**src/rtl/core/ppoc_pkg.sv**
```systemverilog
// ----------------------------------------------------------------------------
// Printer output controller package
// Types, codes and constants shared by the controller and its checker.
// ----------------------------------------------------------------------------
package ppoc_pkg;

    localparam int QUEUE_DEPTH = 512;
    localparam int PTR_W       = $clog2(QUEUE_DEPTH);
    localparam int CNT_W       = 10;
    localparam int CFG_W       = 10;

    localparam logic [9:0] HIGH_WATER_RST = 10'd300;
    localparam logic [9:0] LOW_WATER_RST  = 10'd50;
    localparam logic [7:0] TIMEOUT_RST    = 8'd20;

    localparam logic [7:0] ST_MASK   = 8'hF8;
    localparam logic [7:0] ST_INVERT = 8'hC8;
    localparam int ST_BUSY_BIT   = 7;
    localparam int ST_NOPAP_BIT  = 5;
    localparam int ST_SELECT_BIT = 4;
    localparam int ST_ERROR_BIT  = 3;

    typedef enum logic [1:0] {
        OP_ENQUEUE = 2'd0,
        OP_STATUS  = 2'd1,
        OP_TICK    = 2'd2,
        OP_ABORT   = 2'd3
    } opcode_t;

    typedef enum logic [1:0] {
        ERR_NONE    = 2'd0,
        ERR_NOPAPER = 2'd1,
        ERR_OFFLINE = 2'd2,
        ERR_UNKNOWN = 2'd3
    } err_kind_t;

    typedef enum logic [1:0] {
        CFG_HIGH_WATER = 2'd0,
        CFG_LOW_WATER  = 2'd1,
        CFG_TIMEOUT    = 2'd2,
        CFG_UNUSED     = 2'd3
    } cfg_index_t;

    typedef struct packed {
        logic [1:0] opcode;
        logic [7:0] data_byte;
        logic [7:0] raw_status;
    } in_item_t;

    typedef struct packed {
        logic             strobe_valid;
        logic [7:0]       data_out;
        logic             accepted;
        logic             intr_enable;
        logic             active;
        logic [1:0]       error_kind;
        logic [CNT_W-1:0] queue_level;
        logic             below_low_water;
    } out_item_t;

endpackage

```
**src/rtl/core/parallel_printer_output_controller.sv**
```systemverilog
// ----------------------------------------------------------------------------
// Parallel printer output controller
// Queues bytes for a parallel printer and strobes one out per ready event.
// ----------------------------------------------------------------------------
// Channel  Direction  Handshake           Beat
// in       input      in_valid/in_stall   one event: opcode, data, raw status
// out      output     out_valid/out_stall one result per event
// cfg      input      cfg_we              one register write
//
// One event is taken every cycle unless the result side stalls; its result passes
// through the input register, then the result register.
// The byte queue is a 512-entry memory with one write and one read port; the
// byte at the head is read ahead into a register, so a strobe need not wait on a read.
// Reset clears pointers, count and flags at once; the queue memory is not
// cleared and needs no sweep.
// A stall on the result side reaches the input stall in the same cycle.
// ----------------------------------------------------------------------------
module parallel_printer_output_controller
    import ppoc_pkg::*;
(
    input  logic             clk,
    input  logic             rst_n,
    input  logic             in_valid,
    output logic             in_stall,
    input  in_item_t         in_item,
    output logic             out_valid,
    input  logic             out_stall,
    output out_item_t        out_item,
    input  logic             cfg_we,
    input  logic [1:0]       cfg_addr,
    input  logic [CFG_W-1:0] cfg_wdata
);

    logic [7:0]       queue_mem [QUEUE_DEPTH];
    logic [7:0]       head_data_reg;

    in_item_t         in_reg;
    logic             in_vld_reg;
    logic             in_vld_next;
    out_item_t        out_reg;
    out_item_t        res_next;
    logic             out_vld_reg;
    logic             out_vld_next;

    logic [PTR_W-1:0] head_reg;
    logic [PTR_W-1:0] head_next;
    logic [PTR_W-1:0] tail_reg;
    logic [PTR_W-1:0] tail_next;
    logic [CNT_W-1:0] count_reg;
    logic [CNT_W-1:0] count_next;
    logic             busy_reg;
    logic             busy_next;
    logic             fault_reg;
    logic             fault_next;
    logic             irq_reg;
    logic             irq_next;
    logic [7:0]       stall_ticks_reg;
    logic [7:0]       stall_ticks_next;

    logic [9:0]       high_water_reg;
    logic [9:0]       low_water_reg;
    logic [7:0]       timeout_reg;

    logic             out_load;
    logic             fire;
    logic [7:0]       status;
    logic             accept_byte;
    logic             run_step;
    logic             printer_ready;
    logic             wr_en;
    logic [PTR_W-1:0] rd_addr;
    logic [7:0]       strobe_byte;

    assign out_load  = !out_vld_reg || !out_stall;
    assign fire      = in_vld_reg && out_load;
    assign in_stall  = in_vld_reg && !out_load;
    assign out_valid = out_vld_reg;
    assign out_item  = out_reg;

    assign status        = (in_reg.raw_status & ST_MASK) ^ ST_INVERT;
    assign printer_ready = !status[ST_BUSY_BIT] && !status[ST_ERROR_BIT]
                           && !status[ST_NOPAP_BIT];
    assign accept_byte   = (count_reg < high_water_reg)
                           && (count_reg < CNT_W'(QUEUE_DEPTH));
    assign wr_en         = fire && (opcode_t'(in_reg.opcode) == OP_ENQUEUE) && accept_byte;
    assign rd_addr       = fire ? head_next : head_reg;

    // An empty queue can only be strobed from on the beat that fills it.
    assign strobe_byte   = (count_reg == '0) ? in_reg.data_byte : head_data_reg;

    always_comb
    begin
        head_next        = head_reg;
        tail_next        = tail_reg;
        count_next       = count_reg;
        busy_next        = busy_reg;
        fault_next       = fault_reg;
        irq_next         = irq_reg;
        stall_ticks_next = stall_ticks_reg;
        run_step         = 1'b0;
        res_next         = '0;

        unique case (opcode_t'(in_reg.opcode))
            OP_ENQUEUE:
            begin
                if (accept_byte)
                begin
                    tail_next = (tail_reg == PTR_W'(QUEUE_DEPTH - 1)) ? '0
                                : tail_reg + 1'b1;
                    count_next = count_reg + 1'b1;
                    res_next.accepted = 1'b1;
                end
                if (!busy_reg)
                begin
                    busy_next = 1'b1;
                    run_step  = 1'b1;
                end
            end
            OP_STATUS:
            begin
                run_step = busy_reg && !status[ST_BUSY_BIT];
            end
            OP_TICK:
            begin
                if (irq_reg)
                begin
                    if (stall_ticks_reg >= timeout_reg)
                    begin
                        fault_next = 1'b1;
                        run_step   = 1'b1;
                    end
                    else if (stall_ticks_reg != 8'hFF)
                    begin
                        stall_ticks_next = stall_ticks_reg + 1'b1;
                    end
                end
            end
            OP_ABORT:
            begin
                if (fault_reg)
                begin
                    head_next  = '0;
                    tail_next  = '0;
                    count_next = '0;
                    busy_next  = 1'b0;
                    fault_next = 1'b0;
                    irq_next   = 1'b0;
                end
            end
            default:
            begin
                run_step = 1'b0;
            end
        endcase

        if (run_step)
        begin
            if (printer_ready)
            begin
                stall_ticks_next = '0;
                fault_next       = 1'b0;
                if (count_next != '0)
                begin
                    res_next.strobe_valid = 1'b1;
                    res_next.data_out     = strobe_byte;
                    head_next  = (head_reg == PTR_W'(QUEUE_DEPTH - 1)) ? '0
                                 : head_reg + 1'b1;
                    count_next = count_next - 1'b1;
                end
            end
            irq_next = (count_next != '0);
            if (status[ST_ERROR_BIT] || status[ST_NOPAP_BIT] || fault_next)
            begin
                priority if (status[ST_NOPAP_BIT])
                begin
                    res_next.error_kind = ERR_NOPAPER;
                end
                else if (!status[ST_SELECT_BIT])
                begin
                    res_next.error_kind = ERR_OFFLINE;
                end
                else
                begin
                    res_next.error_kind = ERR_UNKNOWN;
                end
                stall_ticks_next = '0;
            end
            if (count_next == '0)
            begin
                busy_next = 1'b0;
            end
        end

        res_next.intr_enable     = irq_next;
        res_next.active          = busy_next;
        res_next.queue_level     = count_next;
        res_next.below_low_water = (count_next <= low_water_reg);

        in_vld_next = (in_valid && !in_stall) ? 1'b1 : (fire ? 1'b0 : in_vld_reg);
        out_vld_next = out_load ? fire : out_vld_reg;
    end

    always_ff @(posedge clk or negedge rst_n)
    begin
        if (!rst_n)
        begin
            in_vld_reg      <= 1'b0;
            out_vld_reg     <= 1'b0;
            head_reg        <= '0;
            tail_reg        <= '0;
            count_reg       <= '0;
            busy_reg        <= 1'b0;
            fault_reg       <= 1'b0;
            irq_reg         <= 1'b0;
            stall_ticks_reg <= '0;
            high_water_reg  <= HIGH_WATER_RST;
            low_water_reg   <= LOW_WATER_RST;
            timeout_reg     <= TIMEOUT_RST;
        end
        else
        begin
            in_vld_reg  <= in_vld_next;
            out_vld_reg <= out_vld_next;
            if (fire)
            begin
                head_reg        <= head_next;
                tail_reg        <= tail_next;
                count_reg       <= count_next;
                busy_reg        <= busy_next;
                fault_reg       <= fault_next;
                irq_reg         <= irq_next;
                stall_ticks_reg <= stall_ticks_next;
            end
            if (cfg_we)
            begin
                unique case (cfg_index_t'(cfg_addr))
                    CFG_HIGH_WATER: high_water_reg <= cfg_wdata;
                    CFG_LOW_WATER:  low_water_reg  <= cfg_wdata;
                    CFG_TIMEOUT:    timeout_reg    <= cfg_wdata[7:0];
                    default:        timeout_reg    <= timeout_reg;
                endcase
            end
        end
    end

    always_ff @(posedge clk)
    begin
        if (in_valid && !in_stall)
        begin
            in_reg <= in_item;
        end
        if (fire && out_load)
        begin
            out_reg <= res_next;
        end
    end

    // The head byte is read ahead; a write to the entry being read is forwarded.
    always_ff @(posedge clk)
    begin
        if (wr_en)
        begin
            queue_mem[tail_reg] <= in_reg.data_byte;
        end
        if (wr_en && (tail_reg == rd_addr))
        begin
            head_data_reg <= in_reg.data_byte;
        end
        else
        begin
            head_data_reg <= queue_mem[rd_addr];
        end
    end

endmodule

```
**config.mk**
```make
export PLATFORM = sky130hd
export DESIGN_NAME = parallel_printer_output_controller
export DESIGN_NICKNAME = d
export VERILOG_FILES = /design/src/rtl/core/ppoc_pkg.sv /design/src/rtl/core/parallel_printer_output_controller.sv
export SDC_FILE = /design/constraint.sdc
export NUM_CORES = 2
export LEC_CHECK = 0
export BUFFER_PORTS_ARGS = -buffer_cell sky130_fd_sc_hd__buf_2
export CORE_MARGIN = 2
export CORE_UTILIZATION = 57
export CTS_CLUSTER_SIZE = 12
export DETAILED_ROUTE_END_ITERATION = 16
export HOLD_SLACK_MARGIN = 0.05
export PLACE_DENSITY = 0.76
export SLEW_MARGIN = 20
export SYNTH_ARGS = -nofsm -noshare
export SYNTH_HDL_FRONTEND = slang
export SYNTH_SLANG_ARGS = --single-unit
```
**constraint.sdc**
```tcl
create_clock -name clk -period 8.1 [get_ports clk]
set_input_delay 1.215 -clock clk [delete_from_list [all_inputs] [get_ports clk]]
set_output_delay 1.215 -clock clk [all_outputs]
set_load 0.05 [all_outputs]
```
==> results.md <==
Outcome:
- The run finished with clean final reports.

Critical path:
- The largest single stage delay on the critical path is 0.51 ns.
- The required time at the endpoint of the critical path is 8.94 ns.
- The top fanout value on the critical path is 13.
- The worst setup path is launched from a flip-flop.
- At the worst endpoint, the arrival time is 6.29 ns.
- The critical path goes through inv_1 > ha_1 > nand4_1 > or3_4 > o211ai_2 > nor2_1 > o21ai_0 > nand2_1 > o31ai_1 > inv_1 > ha_1 > and4_1 > a31o_2 > inv_2 > nand2_1 > xor2_1 > ha_1 > a21o_1 > a21o_1 > a21oi_1 > o211ai_1 > nand2_1.
- The category of cells accounting for the largest share of critical-path delay is compound AO/OA/AOI/OAI gates.
- The worst setup path is of the flip-flop to flip-flop kind.
- The cell with the biggest individual delay on the critical path is sky130_fd_sc_hd__dfstp_2.
- The worst setup path is captured at a flip-flop.
- The count of buffering cells on the critical path with inverters included is 3.

Synthesis:
- Counting every net in the synthesized netlist gives 7244.
- Yosys printed 0 warnings.
- After synthesis, the mean cell area works out to 22.8 um2.
- After synthesis, the netlist uses 76 different library cells.
- After synthesis, the cell types taking the most area are sky130_fd_sc_hd__edfxtp_1 76%, sky130_fd_sc_hd__mux4_2 18%, sky130_fd_sc_hd__nor2_1 1.3%.
- The portion of the post-synthesis area used by sequential elements is 0.770.
- The mapped netlist covers 164000 um2.
- Yosys mapped a number of flops with a built-in enable equal to 4135.
- The dominant register cell in the synthesized netlist is sky130_fd_sc_hd__edfxtp_1.
- The biggest area contributor in the post-synthesis netlist is sky130_fd_sc_hd__edfxtp_1.
- The share of synthesized area in the top cell type comes to 0.759.
- In this run, synthesis produced a sequential element count of 4213.
- The share of async-settable or async-resettable flops after synthesis is 0.0164.
- The synthesized instance count is 7167.

Timing:
- Measured against its own limit, the worst slew margin works out to 0.143.
- The achievable clock frequency is 183 MHz.
- The final setup TNS is 0 ns.
- The count of final max-slew check failures came to 0.
- The number of failing hold endpoints at the final stage was 0.
- Across all hold checks on the routed design, the worst slack comes to 0.378 ns.
- The slew at the pin closest to its max-slew limit is 1.29 ns.
- Dividing the final minimum period by the clock period gives 0.673.
- Between clock sinks in the finished design, the worst skew comes to 0.0667 ns.
- Setup repair after global routing left no endpoint under its margin.
- The final number of setup-violating endpoints is 0.
- The minimum clock period is 5.45 ns.

Global route:
- The global-route wire length before repair is 553000 um.
- The remaining global-route overflow is 0.
- For met3 alone, demand over resource in global routing was 0.0500.
- For met1 alone, demand over resource in global routing was 0.368.
- The number of global-route vias before repair is 78200.
- For met2 alone, demand over resource in global routing was 0.414.
- The layer carrying the most global-route usage is met2.
- The pin count of the biggest net entering global routing is 249.
- The initial antenna violation count came to 9.
- For this run, the total global-route usage over all layers was measured as 0.260.

Clocking:
- In this run the post-CTS setup repair buffer count came out at 0.
- The number of H-tree branching levels is 5.
- The clock tree from TritonCTS is done.
- After clock tree synthesis, the flow added hold-fix buffers numbering 0.
- The tree built by TritonCTS fans out to 4213 sinks.
- For the worst-skew pair, the clock arrives at the later sink with an insertion delay of 0.99 ns.
- Once the clock tree was built, the resizer swapped 0 gates to a different size.
- The root buffer selected by CTS is sky130_fd_sc_hd__clkbuf_16.
- TritonCTS created 413 clock buffers.
- The clock-pin transition on the worst setup and hold timing paths is 0.06 ns.
- The maximum count of clock buffers along a single path is 4.

Drt:
- Once detail routing completed, the nets flagged for antenna violations numbered 0.
- The routed design has 380000 um of wire.
- The average wire per standard cell is 33.5 um.
- The average via count per standard cell is 6.84.
- After the first detailed-routing iteration, the DRC count stood at 10500.
- The count of vias placed by the detailed router is 77400.
- The first TritonRoute pass finished after 9 iterations.
- The remaining routing DRC violations is 0.

Floorplan:
- The region available for standard cell placement spans 285000 um2.
- During I/O placement, the number of pins put on the boundary was 62.
- The die span in x is 540 um.
- The die covers 291000 um2.
- In this run the core area contains 196 standard-cell rows.
- The initial standard-cell utilization of the core is 0.573.
- The die is 540 um tall.

Power:
- Total power for the finished layout comes to 51.5 mW.
- The static leakage is 53.9 nW.
- VDD sags by at most 0.000289 V.
- In this run the power density over the cells is 286 nW/um2.

Cells and area:
- The final-layout fill cell count is 17800.
- The register with the most flip-flops in the layout has 4096 of them.
- Compared with the post-synthesis result, the final layout area differs by 10.1%.
- The area of the multi-input gates is 35700 um2.
- In the layout the commonest cells are 4135 x sky130_fd_sc_hd__edfxtp_1, 1280 x sky130_fd_sc_hd__mux4_2, 559 x sky130_fd_sc_hd__nor2_1, 419 x sky130_fd_sc_hd__clkbuf_16, 112 x sky130_fd_sc_hd__clkbuf_1.
- Once layout is done, the placed cells without fillers occupy 180000 um2.
- The final cell count without fillers is 11300.
- The footprint of the flip-flops and latches is 126000 um2.
- The share of final-layout standard cells stronger than drive strength 1 is 0.265.
- At the end of the flow, the number of nets in the layout was 7405.
- The leading cell type in the layout, fill and taps excluded is sky130_fd_sc_hd__edfxtp_1.

Place:
- The placed cell area is 168000 um2.
- The number of buffers added on ports is 57.
- Once detailed placement completed, the half-perimeter wirelength came to 207000 um.
- At the end of routability-driven placement, the weighted congestion stood at 0.842.
- The number of placed instances, taps included, is 10700.

Min path:
- The class of the tightest hold or removal check is input pin to async pin.

Job:
- The tool flagged a number of max-cap violations equal to 0.
cell usage after synthesis, types with 5 or more instances:
master / count
sky130_fd_sc_hd__o21ai_0: 56
sky130_fd_sc_hd__and3_1: 11
sky130_fd_sc_hd__o22ai_1: 26
sky130_fd_sc_hd__nor3b_1: 5
sky130_fd_sc_hd__nand3_1: 23
sky130_fd_sc_hd__inv_1: 38
sky130_fd_sc_hd__buf_6: 15
sky130_fd_sc_hd__buf_1: 48
sky130_fd_sc_hd__a21o_1: 8
sky130_fd_sc_hd__nor2b_1: 9
sky130_fd_sc_hd__nor4_1: 5
sky130_fd_sc_hd__edfxtp_1: 4135
sky130_fd_sc_hd__nor3_1: 17
sky130_fd_sc_hd__dfstp_2: 9
sky130_fd_sc_hd__ha_1: 42
sky130_fd_sc_hd__nand2b_1: 10
sky130_fd_sc_hd__a221oi_1: 48
sky130_fd_sc_hd__mux2_2: 30
sky130_fd_sc_hd__mux2i_1: 6
sky130_fd_sc_hd__xor2_1: 7
sky130_fd_sc_hd__dfxtp_1: 9
sky130_fd_sc_hd__a22o_1: 50
sky130_fd_sc_hd__dfrtp_1: 60
sky130_fd_sc_hd__a21oi_1: 39
sky130_fd_sc_hd__clkbuf_1: 241
sky130_fd_sc_hd__nand2_1: 123
sky130_fd_sc_hd__and2_1: 12
sky130_fd_sc_hd__o31ai_1: 8
sky130_fd_sc_hd__a22oi_1: 33
sky130_fd_sc_hd__o211ai_1: 10
sky130_fd_sc_hd__or2_2: 5
sky130_fd_sc_hd__buf_4: 23
sky130_fd_sc_hd__mux4_2: 1280
sky130_fd_sc_hd__nand4_1: 6
sky130_fd_sc_hd__a31oi_1: 5
sky130_fd_sc_hd__nor2_1: 561
sky130_fd_sc_hd__buf_2: 93
stage by stage:
step,worst slack [ns],util
final,2.65,0.631
after floorplan,0.494,-
after CTS,2.72,0.630
after global placement,2.69,0.589
after detailed placement,2.73,0.589
after global routing,2.48,0.631
power by group:
part	internal, mW	leakage, nW	switching (mW)
combinational	4.54	10.0	5.26
clock	9.57	5.72	7.86
sequential	24.1	38.1	0.188
cell families after synthesis:
logic type      count (synthesis)  share of synthesized area
mux                          1317                      0.179
xor+xnor                       11                   0.000589
compound gates                313                     0.0140
buf+inv                       459                     0.0125
flops                        4213                      0.770
simple gates                  812                     0.0207
fa+ha+maj                      42                    0.00321
per-layer routing:
layer | wire (um) | vias up
li1 | - | 30600
met1 | 141000 | 41200
met2 | 187000 | 4906
met3 | 38500 | 717
met4 | 13300 | 2
met5 | 58 | -
worst reg2reg max path, stage by stage, from the launching register on:
cell                       delay [ns]
sky130_fd_sc_hd__dfstp_2         0.51
sky130_fd_sc_hd__inv_1           0.05
sky130_fd_sc_hd__ha_1            0.29
sky130_fd_sc_hd__nand4_1         0.14
sky130_fd_sc_hd__or3_4           0.43
sky130_fd_sc_hd__o211ai_2        0.36
sky130_fd_sc_hd__nor2_1          0.19
sky130_fd_sc_hd__o21ai_0         0.35
sky130_fd_sc_hd__nand2_1         0.10
sky130_fd_sc_hd__o31ai_1         0.13
sky130_fd_sc_hd__inv_1           0.11
sky130_fd_sc_hd__ha_1            0.27
sky130_fd_sc_hd__and4_1          0.19
sky130_fd_sc_hd__a31o_2          0.45
sky130_fd_sc_hd__inv_2           0.29
sky130_fd_sc_hd__nand2_1         0.10
sky130_fd_sc_hd__xor2_1          0.36
sky130_fd_sc_hd__ha_1            0.33
sky130_fd_sc_hd__a21o_1          0.16
sky130_fd_sc_hd__a21o_1          0.17
sky130_fd_sc_hd__a21oi_1         0.17
sky130_fd_sc_hd__o211ai_1        0.11
sky130_fd_sc_hd__nand2_1         0.08
final timing paths:
check / start / end / slack [ns] / cells after the start
setup / recovery: high_water_reg[8] / out_item[0] / 2.65 / 22
hold / removal: rst_n / timeout_reg[5] / 0.38 / 1
setup reg to reg: high_water_reg[8] / out_item[0] / 2.65 / 22
hold reg to reg: in_vld_reg / out_valid / 0.50 / 1
max in group asynchronous: rst_n / stall_ticks_reg[1] / 7.09 / 1
min in group clk: in_item[8] / in_reg[8] / 0.42 / 1
layout make-up:
class	count	share of cell area
Sequential cell	4213	0.700
Multi-Input combinational cell	2495	0.198
Clock buffer	536	0.0609
Tap cell	3762	0.0261
Timing Repair Buffer	166	0.00934
Clock inverter	100	0.00458
Inverter	39	0.000813
Antenna cell	3	0.0000417
Note: power is estimated with default switching activity, not from simulation.
